==> src/design/ipo_pkg.sv <==
// Shared types and constants for the impact parameter pipeline.
`timescale 1ns / 1ps

package ipo_pkg;

    // Quotient bits kept by the divider; anything wider saturates the root
    localparam int QUO_WIDTH  = 64;
    // Width of the square root result
    localparam int ROOT_WIDTH = 32;
    // Extra fractional bits applied to |r x p|^2 before the divide
    localparam int NUM_SHIFT  = 16;

    // Sideband that travels with each word through the divider and root stages
    typedef struct packed {
        logic valid;
        logic zero;
        logic sat;
    } t_side;

endpackage

==> src/design/ipo_sqrt.sv <==
// Pipelined integer square root of the 64-bit quotient, one root bit per stage.
`timescale 1ns / 1ps

module ipo_sqrt (
    input  logic                            i_clk,
    input  logic                            i_rst_n,
    input  logic                            i_ce,
    input  ipo_pkg::t_side                  i_side,
    input  logic [ipo_pkg::QUO_WIDTH-1:0]   i_rad,
    output ipo_pkg::t_side                  o_side,
    output logic [ipo_pkg::ROOT_WIDTH-1:0]  o_root
);

    localparam int QW = ipo_pkg::QUO_WIDTH;
    localparam int RW = ipo_pkg::ROOT_WIDTH;

    ipo_pkg::t_side  r_sd   [1:RW];
    logic [RW+1:0]   r_rem  [1:RW];
    logic [RW-1:0]   r_root [1:RW];
    logic [QW-1:0]   r_rad  [1:RW];

    for (genvar k = 0; k < RW; k++) begin : g_step
        ipo_pkg::t_side w_sd;
        logic [RW+1:0]  w_rem;
        logic [RW-1:0]  w_root;
        logic [QW-1:0]  w_rad;
        logic [RW+1:0]  w_t;
        logic [RW+1:0]  w_trial;
        logic           w_ge;

        // First stage takes the divider output, later ones the previous stage
        if (k == 0) begin : g_first
            assign w_sd   = i_side;
            assign w_rem  = '0;
            assign w_root = '0;
            assign w_rad  = i_rad;
        end else begin : g_next
            assign w_sd   = r_sd[k];
            assign w_rem  = r_rem[k];
            assign w_root = r_root[k];
            assign w_rad  = r_rad[k];
        end

        // Bring down two radicand bits and try root*4+1
        always_comb begin
            w_t     = {w_rem[RW-1:0], w_rad[QW-1:QW-2]};
            w_trial = {w_root, 2'b01};
            w_ge    = (w_t >= w_trial);
        end

        always_ff @(posedge i_clk) begin
            if (!i_rst_n) begin
                r_sd[k+1] <= '0;
            end else if (i_ce) begin
                r_sd[k+1] <= w_sd;
            end
        end

        always_ff @(posedge i_clk) begin
            if (i_ce) begin
                r_rem[k+1]  <= w_ge ? (w_t - w_trial) : w_t;
                r_root[k+1] <= {w_root[RW-2:0], w_ge};
                r_rad[k+1]  <= {w_rad[QW-3:0], 2'b00};
            end
        end
    end

    assign o_side = r_sd[RW];
    assign o_root = r_root[RW];

endmodule

==> config.mk <==
export PLATFORM = sky130hd
export DESIGN_NAME = ipo_sqrt
export DESIGN_NICKNAME = d
export VERILOG_FILES = /design/src/design/ipo_pkg.sv /design/src/design/ipo_sqrt.sv
export SDC_FILE = /design/constraint.sdc
export NUM_CORES = 2
export LEC_CHECK = 0
export BUFFER_PORTS_ARGS = -buffer_cell sky130_fd_sc_hd__buf_2
export CORE_MARGIN = 2
export CORE_UTILIZATION = 64
export CTS_CLUSTER_DIAMETER = 120
export DETAILED_ROUTE_END_ITERATION = 10
export PLACE_DENSITY = 0.82
export SKIP_CTS_REPAIR_TIMING = 1
export SYNTH_ARGS = -nofsm -noshare
export SYNTH_HDL_FRONTEND = slang
export SYNTH_MEMORY_MAX_BITS = 65536
export SYNTH_SLANG_ARGS = --single-unit
export TNS_END_PERCENT = 5
==> constraint.sdc <==
create_clock -name i_clk -period 4.86 [get_ports i_clk]
set_input_delay 0.972 -clock i_clk [delete_from_list [all_inputs] [get_ports i_clk]]
set_output_delay 0.972 -clock i_clk [all_outputs]
set_load 0.05 [all_outputs]
# Word-level counts from Yosys, hierarchy flattened
# Memory sizes are Yosys's and may differ from the RTL's.
# Index checks and enable logic that the tools add are counted.
# W data, S select, Z words.
# op_classes
addsub	32
muxes	69
magnitude_cmp	32
bitwise	32
# ops
op	count
$mux W34	32
$ge A34 B34 Y1	31
$sub A34 B34 Y34	31
$mux W3	32
$or A1 B1 Y1	32
$mux W1	5
$sub A2 B1 Y3 const B	1
$ge A2 B1 Y1 const B	1
# word_totals
reg_bits	0
n_memories	4
output_inout_bits	35
ramBits	4192
# mem_list
name	depth	word_bits	read_ports	rd_ports_with_merged_regs	write_ports	line	text
r_rad	32	62	31	0	32	ipo_sqrt.sv:20	logic [QW-1:0] r_rad [1:RW];
r_rem	32	34	31	0	32	ipo_sqrt.sv:18	logic [RW+1:0] r_rem [1:RW];
r_root	32	32	32	0	32	ipo_sqrt.sv:19	logic [RW-1:0] r_root [1:RW];
r_sd	32	3	32	0	32	ipo_sqrt.sv:17	ipo_pkg::t_side r_sd [1:RW];

# Depth between registers and ports, before layout
# logic_depth
word_depth	4
mapped_depth	14
ltp_nobuf	12

# Worst setup path after synthesis
# Ideal clock, no wire load.
# synth_timing
kind	in2reg
from	in i_ce
to	reg r_sd[0][10] (netlist name)
path_buffers	1
stages	2
slack_ns	0.837
t_arrival_ns	3.552
required_ns	4.389
cell_sequence	clkbuf_1 -> nand2b_1
# synth_lines
element	line	text
from (decl)	ipo_sqrt.sv:7	input logic i_ce,

==> results.md <==
* Std-Cell Rows at 158
* Slew @ Worst Pin at 1.24 ns
* Hold Crit Depth at 1
* Synth cell types at 88
* Max transition margin at 0.168
* Layout cells sized above 1 at 0.0740
* Final setup fails at 0
* Period utilisation layout at 0.789
* Max Root-Sink Buffers at 4
* Synthesized flop and latch total at 2561
* CP Buf/Inv Count at 1
* End of the worst register-to-register path: r_rem[0][535]$_DFFE_PP_
* Starting density of the core at 0.642
* Worst hold path startpoint: i_rad[24]
* Prevailing post-synth register cell: edfxtp_1
* Unrepaired setup endpoints after global routing: no
* WL per Instance at 19.8 um
* Lkg Pwr at 50.4 nW
* Post-route setup TNS at 0 ns
* PD cells at 484 mW/mm^2
* Latest clock arrival within the worst-skew pair at 0.94 ns
* Worst R2R Start: r_rem[0][489]$_DFFE_PP_
* Gpl congestion at 0.938
* Detailed Place HPWL at 167000 um
* Vias in the first global route at 70200
* DR DRC count at 0
* Worst endpoint required time at 5.51 ns
* Yosys top cell area share at 0.648
* Total track usage at 0.252
* Worst Path Arrival at 4.48 ns
* Core Box Area at 0.185 mm^2
* Synthesized area per cell at 12.9 um^2
* Die height at 435 um
* Final ANT Viol Nets at 0
* Critical Path Slowest Stage Cell: or4b_1
* Cell area after synthesis at 0.119 mm^2
* Minimum clock period at 3.84 ns
* Post-synth EDFFs at 2561
* Most numerous cell in the Yosys netlist: edfxtp_1
* H-tree depth at 5
* Max incr delay on CP at 0.52 ns
* Root Driver: clkbuf_16
* Fillers at 12100
* R2R cell count at 11
* Area grow syn2layout at 10.5%
* WL final at 239000 um
* CTS Sinks at 2561
* I/O Buffers at 104
* Total clock buffers created by CTS at 278
* Peak VDD IR at 365 uV
* DRT Pass-1 Iters at 6
* Status: complete, no violations
* Cells after synthesis at 9180
* First-pass GRT wire length at 375000 um
* FMAX at 0.261 GHz
* Seq/Total Area, Yosys at 0.648
* Max cap viols at 0
* Total grt overflow at 0
* Async SR Flop Fraction at 0
* Final Hold Vio Count at 0
* Chip width at 435 um
* R2R setup slack at 1.02 ns
* Slew Viols, Final at 0
* Power Total at 63.4 mW
* Critical path class: reg -> reg
* Via count at 72300
* Worst Hold Path EP: r_rad[0][86]$_DFFE_PP_
* Maximum fanout along the worst path at 29
* Clock transition at path regs at 0.06 ns
* Synthesis Warnings at 0
* Main area contributors after synthesis: edfxtp_1 (65%), ha_1 (5.9%), xnor2_1 (3.0%)
* Vias per cell at 5.97
* Synth top cells by count: edfxtp_1 (2561), inv_1 (711), nand2_1 (649)
* DRT iter0 DRCs at 6258
* Ports at 105
* Worst Hold Class: in -> reg
* Dominant cell type by area after synthesis: edfxtp_1
* CTS tree: done
* Nets at 10100
* Post-Syn Nets at 9811
* Cell breakdown of the critical path: ha_1, or3_1, nor2_1, nand3b_1, or4b_1, or4_1, a211oi_4, buf_4, a221o_1, nor4_1, xor2_1
* Largest net degree at the start of global routing at 182
* Die ar. at 0.189 mm^2
* Worst Skew at 0.0496 ns
* Endpoint class of the critical path: flip-flop
* Final hold slack at 0.227 ns
* Antenna violations before repair at 1
* Worst path top cell family by delay: simple AND/OR/NAND/NOR gates
* Startpoint types: flip-flop
==> power breakdown <==
part	switching (mW)	internal [mW]
Combinational	7.78	5.48
Clock	8.25	12.1
Sequential	1.84	28.0
Total	17.9	45.5
==> layer usage <==
layer	track usage	vias to the layer above	wire length, um
met3	0.0342	565	11300
met1	0.325	35000	99100
li1	-	34500	-
met2	0.435	2163	120000
met5	0	-	0
met4	0.0949	0	8940
==> registers in the layout, indices dropped and copies added, names as in the netlist <==
register  cells
r_sd         96
r_rad       992
r_rem       945
r_root      528
==> worst max-delay path by stage <==
stage                             startpoint                        end  slack (ns)  cells after the start
global placement    r_root[2][209]$_DFFE_PP_    r_rem[0][812]$_DFFE_PP_        1.16                     12
detailed placement   r_rem[0][622]$_DFFE_PP_    r_rem[0][669]$_DFFE_PP_        1.07                     10
global route         r_rem[0][622]$_DFFE_PP_    r_rem[0][669]$_DFFE_PP_        0.76                     10
floorplan                               i_ce  r_sd[0][10]$_SDFFCE_PN0P_        0.84                      2
CTS                  r_rem[0][290]$_DFFE_PP_    r_rem[0][331]$_DFFE_PP_        1.05                     10
finish               r_rem[0][489]$_DFFE_PP_    r_rem[0][535]$_DFFE_PP_        1.02                     11
==> cells in the final DEF (no fill, tap or decap), types with 284 or more instances in the layout <==
cell type,count
o21ai_0,491
nand2_1,649
nor2_1,533
xor2_1,370
a21oi_1,581
xnor2_1,413
edfxtp_1,2561
ha_1,561
inv_1,711
clkbuf_16,284
==> kinds of logic after synthesis <==
logic type | synth area share
compound gates | 0.0961
xor+xnor | 0.0578
fa+ha+maj | 0.0592
buf+inv | 0.0293
flops | 0.648
mux | 0.00792
other cells | 0.0000316
simple gates | 0.101
==> through the flow <==
stage / worst slack, ns / area (um^2) / cells / util
floorplan: 0.837 / 119000 / 9180 / -
global placement: 1.16 / 122000 / 11600 / 0.662
detailed placement: 1.07 / 122000 / 11600 / 0.662
CTS: 1.05 / 131000 / 12100 / 0.709
global route: 0.758 / 131000 / 12100 / 0.709
finish: 1.02 / 131000 / 12100 / 0.709
==> area by class of cell <==
| cell class | instances | area [um^2] | share of cell area |
|---|---|---|---|
| Clock inverter | 138 | 1390 | 0.0106 |
| Inverter | 711 | 2670 | 0.0204 |
| Clock buffer | 336 | 7300 | 0.0557 |
| Tap cell | 2480 | 3100 | 0.0237 |
| Antenna cell | 1 | 2.50 | 0.0000191 |
| Multi-Input combinational cell | 5697 | 38300 | 0.292 |
| Sequential cell | 2561 | 76900 | 0.587 |
| Timing Repair Buffer | 184 | 1400 | 0.0107 |
Power figures use the tool's default switching activity.
